File: src/hw/rtl/assert_macros.svh
// Assertion macros shared by the mapper RTL.
// Expects signals named clk and rst (synchronous, active high) in scope.
`ifndef ASSERT_MACROS_SVH
`define ASSERT_MACROS_SVH

// Same-cycle implication, held off during reset
`define SLBM_ASSERT_IMP(lbl, ante, cons) \
  lbl: assert property (@(posedge clk) disable iff (rst) (ante) |-> (cons)) \
    else $error("slbm assertion failed");

// Next-cycle implication, held off during reset
`define SLBM_ASSERT_NXT(lbl, ante, cons) \
  lbl: assert property (@(posedge clk) disable iff (rst) (ante) |=> (cons)) \
    else $error("slbm assertion failed");

`endif

File: src/hw/rtl/slbm_pkg.sv
// Shared widths, constants and bank register type for the serial loaded bank mapper.
// No dependencies.
package slbm_pkg;

  localparam int ADDR_W = 16;
  localparam int DATA_W = 8;
  localparam int MAP_W  = 18;
  localparam int REG_W  = 5;
  localparam int CNT_W  = 3;

  // Access kinds
  localparam logic OP_READ  = 1'b0;
  localparam logic OP_WRITE = 1'b1;

  // Reset values
  localparam logic [REG_W-1:0] CTRL_RESET       = 5'h0C;
  localparam logic [REG_W-1:0] BANK_COUNT_RESET = 5'd8;
  localparam logic [REG_W-1:0] CTRL_MODE_FORCE  = 5'h0C;

  // Serial loader completes after this many bits
  localparam logic [CNT_W-1:0] LOAD_BITS = 3'd5;

  // Bus address boundaries
  localparam logic [ADDR_W-1:0] CHR_END  = 16'h2000;
  localparam logic [ADDR_W-1:0] NT_END   = 16'h3F00;
  localparam logic [ADDR_W-1:0] RAM_BASE = 16'h6000;

  // Register target of a completed load, from address bits 14:13
  localparam logic [1:0] SEL_CONTROL = 2'd0;
  localparam logic [1:0] SEL_CHR_LO  = 2'd1;
  localparam logic [1:0] SEL_CHR_HI  = 2'd2;
  localparam logic [1:0] SEL_PRG     = 2'd3;

  // Nametable mirroring modes, control bits 1:0
  localparam logic [1:0] NT_ONE_LO = 2'd0;
  localparam logic [1:0] NT_ONE_HI = 2'd1;
  localparam logic [1:0] NT_VERT   = 2'd2;
  localparam logic [1:0] NT_HORIZ  = 2'd3;

  // Bank registers seen by the address mapper
  typedef struct packed {
    logic [REG_W-1:0] control;
    logic [REG_W-1:0] chr_lo;
    logic [REG_W-1:0] chr_hi;
    logic [REG_W-1:0] prg;
    logic [REG_W-1:0] bank_count;
  } bank_regs_t;

endpackage

File: src/hw/rtl/slbm_addr_map.sv
// Bus address to physical offset translation for CHR, nametable, PRG RAM and PRG ROM.
// Depends on slbm_pkg.
module slbm_addr_map (
  input  logic [slbm_pkg::ADDR_W-1:0] bus_address,
  input  slbm_pkg::bank_regs_t        regs,
  output logic [slbm_pkg::MAP_W-1:0]  phys_offset
);
  import slbm_pkg::*;

  always_comb begin
    logic [11:0]      off;
    logic [REG_W-1:0] last;
    logic [1:0]       prg_mode;
    off      = bus_address[11:0];
    prg_mode = regs.control[3:2];
    // last bank saturates at zero for an empty cartridge
    last     = (regs.bank_count == '0) ? '0 : regs.bank_count - 5'd1;
    phys_offset = '0;
    priority if (bus_address < CHR_END) begin
      // CHR: 4K halves or one 8K bank
      if (regs.control[4]) begin
        if (!bus_address[12]) phys_offset = {1'b0, regs.chr_lo, bus_address[11:0]};
        else                  phys_offset = {1'b0, regs.chr_hi, bus_address[11:0]};
      end else begin
        phys_offset = {1'b0, regs.chr_lo[4:1], bus_address[12:0]};
      end
    end else if (bus_address < NT_END) begin
      // nametable mirroring
      unique case (regs.control[1:0])
        NT_ONE_LO: phys_offset = {8'b0, off[9:0]};
        NT_ONE_HI: phys_offset = {7'b0, 1'b1, off[9:0]};
        NT_VERT:   phys_offset = {7'b0, off[10], off[9:0]};
        NT_HORIZ:  phys_offset = {7'b0, off[11], off[9:0]};
        default:   phys_offset = '0;
      endcase
    end else if (bus_address < RAM_BASE) begin
      phys_offset = {2'b0, bus_address};
    end else if (!bus_address[15]) begin
      // PRG RAM window
      phys_offset = {5'b0, bus_address[12:0]};
    end else begin
      // PRG ROM: 32K mode ignores the low bank bit
      if (!prg_mode[1]) begin
        phys_offset = {regs.prg[3:1], bus_address[14:0]};
      end else if (!bus_address[14]) begin
        if (!prg_mode[0]) phys_offset = {3'b0, bus_address[14:0]};
        else              phys_offset = {regs.prg[3:0], bus_address[13:0]};
      end else begin
        if (!prg_mode[0]) phys_offset = {regs.prg[3:0], bus_address[13:0]};
        else              phys_offset = {last[3:0], bus_address[13:0]};
      end
    end
  end

endmodule

File: src/hw/rtl/serial_loaded_bank_mapper.sv
// Serial loaded bank mapper: an accepted item is held in the input register, then the
// serial load update and address map write its result into the result register.
// Throughput one item per cycle unless the output stalls; a stall blocks input only when both stages are full.
// Synchronous active-high reset empties both stages, clears the loader and banks,
// sets control to fixed-last-bank mode and the bank count to 8.
// Depends on slbm_pkg, slbm_addr_map and assert_macros.svh.
`include "assert_macros.svh"

module serial_loaded_bank_mapper (
  input  logic                        clk,
  input  logic                        rst,
  input  logic                        in_valid,
  output logic                        in_ready,
  input  logic                        op,
  input  logic [slbm_pkg::ADDR_W-1:0] bus_address,
  input  logic [slbm_pkg::DATA_W-1:0] write_byte,
  output logic                        out_valid,
  input  logic                        out_ready,
  output logic [slbm_pkg::MAP_W-1:0]  phys_offset,
  input  logic                        cfg_write,
  input  logic [slbm_pkg::REG_W-1:0]  cfg_data
);
  import slbm_pkg::*;

  // input stage
  logic              s1_valid;
  logic              s1_op;
  logic [ADDR_W-1:0] s1_addr;
  logic [DATA_W-1:0] s1_byte;

  // mapper state
  logic [REG_W-1:0] load_shift, load_shift_next;
  logic [CNT_W-1:0] load_count, load_count_next;
  bank_regs_t       banks, banks_next;

  logic             advance;
  logic [MAP_W-1:0] map_next;

  // stage 1 moves on when the result register is free or draining
  assign advance  = s1_valid && (!out_valid || out_ready);
  assign in_ready = !s1_valid || !out_valid || out_ready;

  // input register
  always_ff @(posedge clk) begin
    if (rst) begin
      s1_valid <= 1'b0;
    end else if (in_ready) begin
      s1_valid <= in_valid;
    end
    if (in_valid && in_ready) begin
      s1_op   <= op;
      s1_addr <= bus_address;
      s1_byte <= write_byte;
    end
  end

  // serial loader and register writes
  always_comb begin
    logic [CNT_W-1:0] count_inc;
    logic [REG_W-1:0] shift_in;
    count_inc       = load_count + 3'd1;
    shift_in        = {s1_byte[0], load_shift[REG_W-1:1]};
    load_shift_next = load_shift;
    load_count_next = load_count;
    banks_next      = banks;
    if (s1_op == OP_WRITE && s1_addr[15]) begin
      if (s1_byte[7]) begin
        // loader reset, forces fixed-last-bank mode
        load_shift_next    = '0;
        load_count_next    = '0;
        banks_next.control = banks.control | CTRL_MODE_FORCE;
      end else if (count_inc >= LOAD_BITS) begin
        unique case (s1_addr[14:13])
          SEL_CONTROL: banks_next.control = shift_in;
          SEL_CHR_LO:  banks_next.chr_lo  = shift_in;
          SEL_CHR_HI:  banks_next.chr_hi  = shift_in;
          SEL_PRG:     banks_next.prg     = shift_in;
          default:     banks_next.prg     = shift_in;
        endcase
        load_shift_next = '0;
        load_count_next = '0;
      end else begin
        load_shift_next = shift_in;
        load_count_next = count_inc;
      end
    end
  end

  // map with the state as it stands after this item's write
  slbm_addr_map u_map (
    .bus_address (s1_addr),
    .regs        (banks_next),
    .phys_offset (map_next)
  );

  // state registers; the bank count comes only from the config port
  always_ff @(posedge clk) begin
    if (rst) begin
      load_shift       <= '0;
      load_count       <= '0;
      banks.control    <= CTRL_RESET;
      banks.chr_lo     <= '0;
      banks.chr_hi     <= '0;
      banks.prg        <= '0;
      banks.bank_count <= BANK_COUNT_RESET;
    end else begin
      if (advance) begin
        load_shift    <= load_shift_next;
        load_count    <= load_count_next;
        banks.control <= banks_next.control;
        banks.chr_lo  <= banks_next.chr_lo;
        banks.chr_hi  <= banks_next.chr_hi;
        banks.prg     <= banks_next.prg;
      end
      if (cfg_write) begin
        banks.bank_count <= cfg_data;
      end
    end
  end

  // result register
  always_ff @(posedge clk) begin
    if (rst) begin
      out_valid <= 1'b0;
    end else if (advance) begin
      out_valid <= 1'b1;
    end else if (out_ready) begin
      out_valid <= 1'b0;
    end
    if (advance) begin
      phys_offset <= map_next;
    end
  end

  // checks
  `SLBM_ASSERT_IMP(a_stall_cause, !in_ready, s1_valid && out_valid && !out_ready)
  `SLBM_ASSERT_NXT(a_advance_result, advance, out_valid)
  `SLBM_ASSERT_NXT(a_loader_reset, advance && s1_op == OP_WRITE && s1_addr[15] && s1_byte[7], load_count == '0 && banks.control[3:2] == 2'b11)

endmodule
File: config.mk
export PLATFORM = sky130hd
export DESIGN_NAME = serial_loaded_bank_mapper
export DESIGN_NICKNAME = d
export VERILOG_FILES = /design/src/hw/rtl/slbm_pkg.sv /design/src/hw/rtl/slbm_addr_map.sv /design/src/hw/rtl/serial_loaded_bank_mapper.sv
export VERILOG_INCLUDE_DIRS = /design/src /design/src/hw/rtl
export SDC_FILE = /design/constraint.sdc
export NUM_CORES = 1
export LEC_CHECK = 0
export ABC_AREA = 1
export BUFFER_PORTS_ARGS = -buffer_cell sky130_fd_sc_hd__buf_2
export CORE_ASPECT_RATIO = 1.1
export CORE_MARGIN = 2
export CORE_UTILIZATION = 28
export CTS_BUF_LIST = sky130_fd_sc_hd__clkbuf_8
export CTS_CLUSTER_DIAMETER = 60
export DETAILED_ROUTE_END_ITERATION = 10
export HOLD_SLACK_MARGIN = 0.08
export MAX_ROUTING_LAYER = met4
export PLACE_DENSITY = 0.53
export SLEW_MARGIN = 20
export SYNTH_ARGS = -nofsm -noshare
export SYNTH_HDL_FRONTEND = slang
export SYNTH_SLANG_ARGS = --single-unit
File: constraint.sdc
create_clock -name clk -period 5.6 [get_ports clk]
set_input_delay 0.84 -clock clk [delete_from_list [all_inputs] [get_ports clk]]
set_output_delay 0.84 -clock clk [all_outputs]
set_load 0.05 [all_outputs]
**After elaboration in Yosys (flattened, before gate mapping)**

Cells that the tools add are included.
Widths: inputs -> output; s select.

- Register bits after elaboration: 78
- Input port bits: 35
- Output and inout bits: 20

- Add/subtract/negate cells: 2
- $lt $le $gt $ge: 4
- Equal/unequal tests: 6
- Multiplexer cells: 26
- Bitwise gates (word level): 1
- Reductions and logical operators: 14

Operator list:

| cell | number |
|---|---|
| $mux 18 | 8 |
| $pmux 18 s4 | 1 |
| $mux 20 | 2 |
| $mux 5 | 7 |
| $mux 17 | 2 |
| $lt 16x14->1 const B | 2 |
| $lt 16x15->1 const B | 1 |
| $mux 15 | 1 |
| $eq 2x2->1 const B | 4 |
| $mux 3 | 2 |
| $logic_not 5->1 | 1 |
| $reduce_and 5->1 | 1 |
| $eq 2x1->1 const B | 2 |
| $logic_not 2->1 | 2 |
| $mux 4 | 1 |
| $sub 4x1->4 const B | 1 |
| $add 3x1->3 const B | 1 |
| $ge 3x3->1 const B | 1 |
| $logic_and 1x1->1 | 3 |
| $logic_or 1x1->1 | 3 |
| $logic_not 1->1 | 2 |
| $mux 1 | 2 |
| $reduce_and 2->1 | 1 |
| $reduce_bool 2->1 | 1 |
| $not 1->1 | 1 |

**Logic depth before layout (Yosys ltp)**

Gate-level depths: netlist (run 1).

- Word-level depth: 12
- Mapped depth: 15
- Depth with buffers taken out: 15

**By module**

From an unflattened synthesis (run 1), not the netlist that was laid out.

- Cell total of the unflattened synthesis: 417
- Area total of the unflattened synthesis: 3472.1 um^2

By module, submodules not included:

| module | times used | cells an instance | area each (um^2) | seq. area each (um^2) |
|---|---|---|---|---|
| serial_loaded_bank_mapper | 1 | 327 | 3010.4 | 1791.7 |
| slbm_addr_map | 1 | 90 | 461.7 | 0.0 |

**Least setup slack after synthesis (run 1)**

OpenSTA, ideal clock, no wires.

- Kind: input-to-reg
- Start point: input out_ready
- End point: register phys_offset[0] (netlist bit) (enable)
- Data arrival time: 1.918 ns
- Data required time: 5.211 ns
- Slack: 3.293 ns
- Stages on the path: 5
- Buffers on the path: 1
- Path through: inv_1 -> nand2_1 -> nand2_1 -> clkinv_1 -> clkbuf_1

- Longest elaborated chain between the ends: 2

RTL lines:

| what | line | source |
|---|---|---|
| start, declared | serial_loaded_bank_mapper.sv:18 | `input logic out_ready,` |
| $logic_or 1x1->1 | serial_loaded_bank_mapper.sv:40 | `assign advance = s1_valid && (!out_valid \|\| out_ready);` |
| $logic_and 1x1->1 | serial_loaded_bank_mapper.sv:40 |  |
| net advance | serial_loaded_bank_mapper.sv:36 | `logic advance;` |
| end signal, assigned | serial_loaded_bank_mapper.sv:131 | `phys_offset <= map_next;` |
| end, declared | serial_loaded_bank_mapper.sv:19 | `output logic [slbm_pkg::MAP_W-1:0] phys_offset,` |

The timed path passes the listed nets, and every way through them passes these cells.
A chain may end at the register's enable or synchronous reset.

**Worst setup path in the final report (run 1)**

- Start point: input out_ready
- End point: output in_ready

- Longest elaborated chain between the ends: 1

RTL lines:

| what | line | source |
|---|---|---|
| $logic_or 1x1->1 | serial_loaded_bank_mapper.sv:41 | `assign in_ready = !s1_valid \|\| !out_valid \|\| out_ready;` |
| end, declared | serial_loaded_bank_mapper.sv:13 | `output logic in_ready,` |

Every way passes these cells.

==> results.py, run 1 <==
metrics = {
    "status": {
        "status": "finished clean",
    },
    "clocking": {
        "cts_resized": 0,
        "cts.htree.levels": 3,
        "tritoncts": "done",
        "ctsHoldBuffers": 0,
        "cts.sinks": 70,
        "clock_latency_ns": 0.36,
        "path_clk_slew_ns": 0.07,
        "cts-root-buf": "clkbuf_8",
        "cts_max_path_buffers": 2,
        "postCtsSetupRepairBufs": 0,
        "cts_made_buffers": 9,
    },
    "timing": {
        "setup_violations": 0,
        "fin_crit_ns": 2.41,
        "hold_slack_ns": 0.419,
        "fin_crit_sh": 0.430,
        "rsz0062_at_grt": "no",
        "skew_ns": 0.0110,
        "finalMaxSlewViolations": 0,
        "final.setup.tns_ns": 0,
        "finalHoldViolations": 0,
        "tightest_slew_ns": 0.590,
        "slew-limit-headroom": 0.606,
        "timing.fmax_mhz": 416,
    },
    "worst_hold_path": {
        "min_path_type": "flop to flop",
        "whs_endpoint": "phys_offset[3]",
        "whs_path_depth": 0,
        "min_from": "s1_addr[3]",
    },
    "floorplan": {
        "num_io_pins": 55,
        "dieArea_mm2": 0.0124,
        "die_w_um": 106,
        "design.core.area_mm2": 0.0114,
        "rows": 41,
        "dieHeight_um": 117,
        "initial_utilization": 0.284,
    },
    "logic_synthesis": {
        "ys_types": 36,
        "syn_inst": 348,
        "synth_area_per_cell_um2": 9.30,
        "syn-cell-area_mm2": 0.00324,
        "yosysWarnings": 0,
        "synth_nets": 386,
        "synth-edff-count": 37,
        "yosys_most_used_dff": "edfxtp_1",
        "async_flop_share": 0,
        "synth_seq_cells": 70,
        "seq_area_frac_synth": 0.548,
    },
    "setup_path": {
        "end_kind": "primary output",
        "cp_slowest_cell": "nor2_1",
        "slowest_delay_ns": 0.22,
        "reg2reg_to": "phys_offset[14]",
        "reg2reg_slack_ns": 3.49,
        "criticalPathCategory": "input port to primary output",
        "r2r_cells": 14,
        "cp_cell_sequence": "buf_2 -> inv_1 -> nand2_1 -> nor2_1 -> inv_1 -> buf_2",
        "worstPathArrival_ns": 1.57,
        "timing.rr.start": "load_count[0]",
        "worst-path-max-fanout": 3,
        "required_ns": 4.76,
        "cp-start-kind": "input port",
    },
    "layout": {
        "multi_input_area_mm2": 0.00120,
        "final-instance-count-excl-fill": 553,
        "ff_latch_area_mm2": 0.00177,
        "drive_gt1_frac": 0.248,
        "fin_nets": 437,
        "diodes": 0,
        "nFillCells": 1201,
        "fin_util": 0.335,
        "area_delta_synth_final_pct": 17.9,
    },
    "grt": {
        "antenna_found_initial": 0,
        "grt_pass1_vias": 2191,
        "grt_max_degree": 45,
        "grtUsageTotal": 0.116,
        "grt_pass1_wl_um": 10600,
        "overflow": 0,
    },
    "drt": {
        "drt-wirelength-per-cell_um": 11.8,
        "first_iter_violations": 155,
        "drc": 0,
        "vias": 2370,
        "wl_um": 6530,
        "firstDrtPassIters": 4,
        "avgViaCountPerCell": 4.29,
        "ant_nets": 0,
    },
    "place": {
        "hpwl_um": 4730,
        "portBuffers": 48,
        "gp_congestion": 0.828,
        "dp_cells": 538,
    },
    "power_and_ir_drop": {
        "p_per_area_mw_per_mm2": 294,
        "ir_drop_mv": 0.101,
        "p_total_mw": 1.12,
        "leakagePower_nw": 1.73,
    },
    "job": {
        "max-cap-violations": 0,
    },
}
[cells in the final DEF (no fill, tap or decap), types with 3 or more instances in the layout]
cell,count
nand2_1,65
inv_1,49
buf_2,48
edfxtp_1,37
dfxtp_1,33
nor2_1,30
a21oi_1,18
nand3_1,17
o21ai_1,12
o21ai_0,10
o211ai_1,10
clkbuf_8,9
nand2_2,7
nand2_4,5
inv_2,5
a31oi_1,5
a211oi_1,5
nand3_4,3
a21oi_2,3
ha_1,3
[power breakdown]
| part | internal (mW) | leakage (nW) | total (mW) | switching, mW |
|---|---|---|---|---|
| combinational | 0.0437 | 1.01 | 0.139 | 0.0952 |
| clock | 0.202 | 0.0911 | 0.394 | 0.192 |
| sequential | 0.573 | 0.626 | 0.589 | 0.0163 |
[per-layer routing]
metal / track usage / share of wire / vias up
met5: - / 0 / -
li1: - / - / 1262
met4: 0.0632 / 0.019 / 0
met2: 0.174 / 0.48 / 38
met1: 0.145 / 0.46 / 1062
met3: 0.0273 / 0.044 / 8
[flip-flops by register name, indices dropped and copies added (netlist names)]
name and cells:
s1_byte 2, banks 24, s1_valid 1, out_valid 1
phys_offset 18, s1_addr 16, load_shift 4, load_count 3
s1_op 1
[worst max-delay path, delay by kind of cell]
family,cells,cell delay (ns)
buffers and inverters,4,0.44
and+or+nand+nor,2,0.29
[area by class of cell]
class	instances	share of cell area
flip-flops and latches	70	0.464
multi-input cells	212	0.315
repair buffers	49	0.0649
inverters	57	0.0574
well taps	150	0.0492
clock buffers	9	0.0325
clock inverters	6	0.0167
[cells in the mapped netlist (5+ instances only)]
cell type  number  area share
inv_2           5      0.0058
a21oi_1        18       0.028
o21ai_1        12       0.019
dfxtp_1        33        0.20
nand2_2         7       0.014
nor2_1         31       0.036
nand2_4         5       0.017
edfxtp_1       37        0.34
inv_1          49       0.057
clkbuf_1        6      0.0070
nand2_1        65       0.075
nand3_1        17       0.026
a31oi_1         5      0.0097
o211ai_1       10       0.023
o21ai_0        10       0.015
a211oi_1        5       0.012
[logic make-up (layout without fill, tap and decap cells)]
logic type      count (synthesis)  count (layout)  share of synthesized area
compound gates                 67              67                      0.129
xor+xnor                        1               1                    0.00271
fa+ha+maj                       3               3                     0.0116
flops                          70              70                      0.548
simple gates                  141             141                      0.226
buf+inv                        66             121                     0.0831
[worst max-delay path by stage]
stage | end | start | cells past startpoint
after CTS | in_ready | out_ready | 6
after detailed placement | banks[15] | out_ready | 10
after floorplan | phys_offset[0] | out_ready | 5
after global placement | in_ready | out_ready | 6
after global routing | in_ready | out_ready | 6
final | in_ready | out_ready | 6
[per-stage QoR]
step	area [µm²]	setup WS, ns
6_report	3820	3.19
5_1_grt	3820	3.13
4_1_cts	3810	3.27
3_5_place_dp	3620	3.24
3_3_place_gp	3620	3.29
2_1_floorplan	3240	3.29
No activity file was read; power rests on OpenSTA's default activity.
==> run 2, diff against run 1 <==
- clock period: 5.6 -> 2.29 ns (I/O delays scaled with it)
==> run 2 against run 1 <==
  * Sequential cell count did not move
  * Clock skew rose by 0.0012 ns
  * Die area did not move
  * Via count rose by 1.4%
  * Critical path depth rose by 8
  * Routed wire length rose by 0.14%
  * Clock power rose to 2.5 times the previous value
  * Clock-buffer cell count did not move
  * Highest routed layer unchanged
==> results.py, run 2 (synthesis results as in run 1) <==
metrics = {
    "status": {
        "status": "finished clean",
    },
    "clocking": {
        "clock_latency_ns": 0.36,
        "tritoncts": "done",
        "cts_max_path_buffers": 2,
        "cts.sinks": 70,
        "cts-root-buf": "clkbuf_8",
        "cts.htree.levels": 3,
        "ctsHoldBuffers": 0,
        "path_clk_slew_ns": 0.08,
        "cts_resized": 0,
        "postCtsSetupRepairBufs": 0,
        "cts_made_buffers": 9,
    },
    "timing": {
        "fin_crit_ns": 2.11,
        "finalHoldViolations": 0,
        "skew_ns": 0.0122,
        "rsz0062_at_grt": "no",
        "fin_crit_sh": 0.921,
        "hold_slack_ns": 0.155,
        "slew-limit-headroom": 0.646,
        "finalMaxSlewViolations": 0,
        "tightest_slew_ns": 0.531,
        "setup_violations": 0,
        "final.setup.tns_ns": 0,
        "timing.fmax_mhz": 474,
    },
    "power_and_ir_drop": {
        "p_total_mw": 2.77,
        "ir_drop_mv": 0.236,
        "p_int_mw": 2.02,
        "switching_share": 0.273,
        "combPwrFrac": 0.125,
        "leakagePower_nw": 1.75,
        "seqPwrFrac": 0.518,
        "p_per_area_mw_per_mm2": 720,
        "net-switching-power_mw": 0.757,
        "clockPowerShare": 0.357,
    },
    "floorplan": {
        "dieHeight_um": 117,
        "dieArea_mm2": 0.0124,
        "design.core.area_mm2": 0.0114,
        "num_io_pins": 55,
        "initial_utilization": 0.284,
        "die_w_um": 106,
        "rows": 41,
    },
    "grt": {
        "grt_pass1_wl_um": 10600,
        "grt_pass1_vias": 2205,
        "overflow": 0,
        "antenna_found_initial": 0,
        "grt_max_degree": 45,
        "grtUsageTotal": 0.116,
    },
    "drt": {
        "first_iter_violations": 125,
        "avgViaCountPerCell": 4.30,
        "ant_nets": 0,
        "drt-wirelength-per-cell_um": 11.7,
        "firstDrtPassIters": 5,
        "drc": 0,
        "vias": 2402,
        "wl_um": 6540,
    },
    "layout": {
        "layout_commonest_cell": "nand2_1",
        "fin_util": 0.338,
        "largest_register_ffs": 24,
        "ff_latch_area_mm2": 0.00177,
        "area_delta_synth_final_pct": 19.1,
        "diodes": 0,
        "nFillCells": 1224,
        "layout_common_cells": "nand2_1, inv_1, buf_2",
        "drive_gt1_frac": 0.255,
        "largestRegisters": "banks (24), phys_offset (18), s1_addr (16)",
        "fin_nets": 441,
        "multi_input_area_mm2": 0.00120,
        "largest-register": "banks",
    },
    "setup_path": {
        "required_ns": 2.38,
        "cp_cell_sequence": "inv_1 -> ha_1 -> inv_1 -> nand3_2 -> nand2_4 -> inv_4 -> nand2_2 -> inv_2 -> nand2_4 -> nand2_1 -> o21ai_1 -> nand2_1 -> nand3_1 -> nand3_1",
        "cp_slowest_cell": "dfxtp_1",
        "timing.rr.start": "load_count[0]",
        "worstPathArrival_ns": 2.20,
        "criticalPathCategory": "flop to flop",
        "cp-startpoint": "load_count[0]",
        "slowest_delay_ns": 0.38,
        "cp-start-kind": "flop",
        "worst-path-max-fanout": 10,
        "end_kind": "flop",
    },
    "place": {
        "gp_congestion": 0.840,
        "portBuffers": 48,
        "hpwl_um": 4840,
    },
    "worst_hold_path": {
        "min_path_type": "input port to flop",
        "min_from": "bus_address[4]",
    },
    "job": {
        "max-cap-violations": 0,
    },
}
[run 2: changes by cell type in the layout (fill, tap and decap cells not counted)]
cell and delta:
buf_4 +4, clkinv_2 -2, clkinv_4 +1, inv_1 +1, inv_6 +1, nor2_2 +1
nor2_4 -1
[run 2: layout make-up]
class / instances / share of cell area
Clock buffer: 9 / 0.0322
Clock inverter: 7 / 0.0195
Inverter: 57 / 0.0568
Multi-Input combinational cell: 212 / 0.311
Sequential cell: 70 / 0.460
Tap cell: 150 / 0.0487
Timing Repair Buffer: 53 / 0.0721
[run 2: worst paths after layout]
check | end | slack, ns | cells after the start
max | phys_offset[14] | 0.18 | 14
min | s1_addr[4] | 0.15 | 1
max reg2reg | phys_offset[14] | 0.18 | 14
min reg2reg | phys_offset[2] | 0.42 | 0
[run 2: worst max-delay path, delay by kind of cell, from the launching register on]
family	cells	cell delay, ns
flip-flops	1	0.38
AND/OR/NAND/NOR	8	0.78
buffers and inverters	4	0.29
AO/OA/AOI/OAI	1	0.10
adder cells (fa/ha/maj)	1	0.29
[run 2: routing by layer]
metal,track usage,share of wire,vias to the layer above
li1,-,-,1266
met1,0.139,0.46,1090
met2,0.180,0.48,36
met3,0.0307,0.033,10
met4,0.0649,0.023,0
met5,-,0,-
[run 2: through the flow]
stage | setup slack, ns | instance area, µm² | instances
floorplan | 0.290 | 3240 | 348
global route | 0.00465 | 3850 | 558
CTS | 0.155 | 3850 | 558
detailed placement | 0.172 | 3650 | 542
global placement | 0.237 | 3650 | 542
finish | 0.181 | 3850 | 558
[run 2: power by group through the flow]
stage          registers, mW  logic [mW]  clock network, mW
3_5_place_dp            1.47       0.350                  0
2_1_floorplan           1.52       0.202                  0
3_3_place_gp            1.46       0.345                  0
5_1_grt                 1.45       0.390               1.08
4_1_cts                 1.44       0.352               1.03
6_report                1.44       0.347              0.989
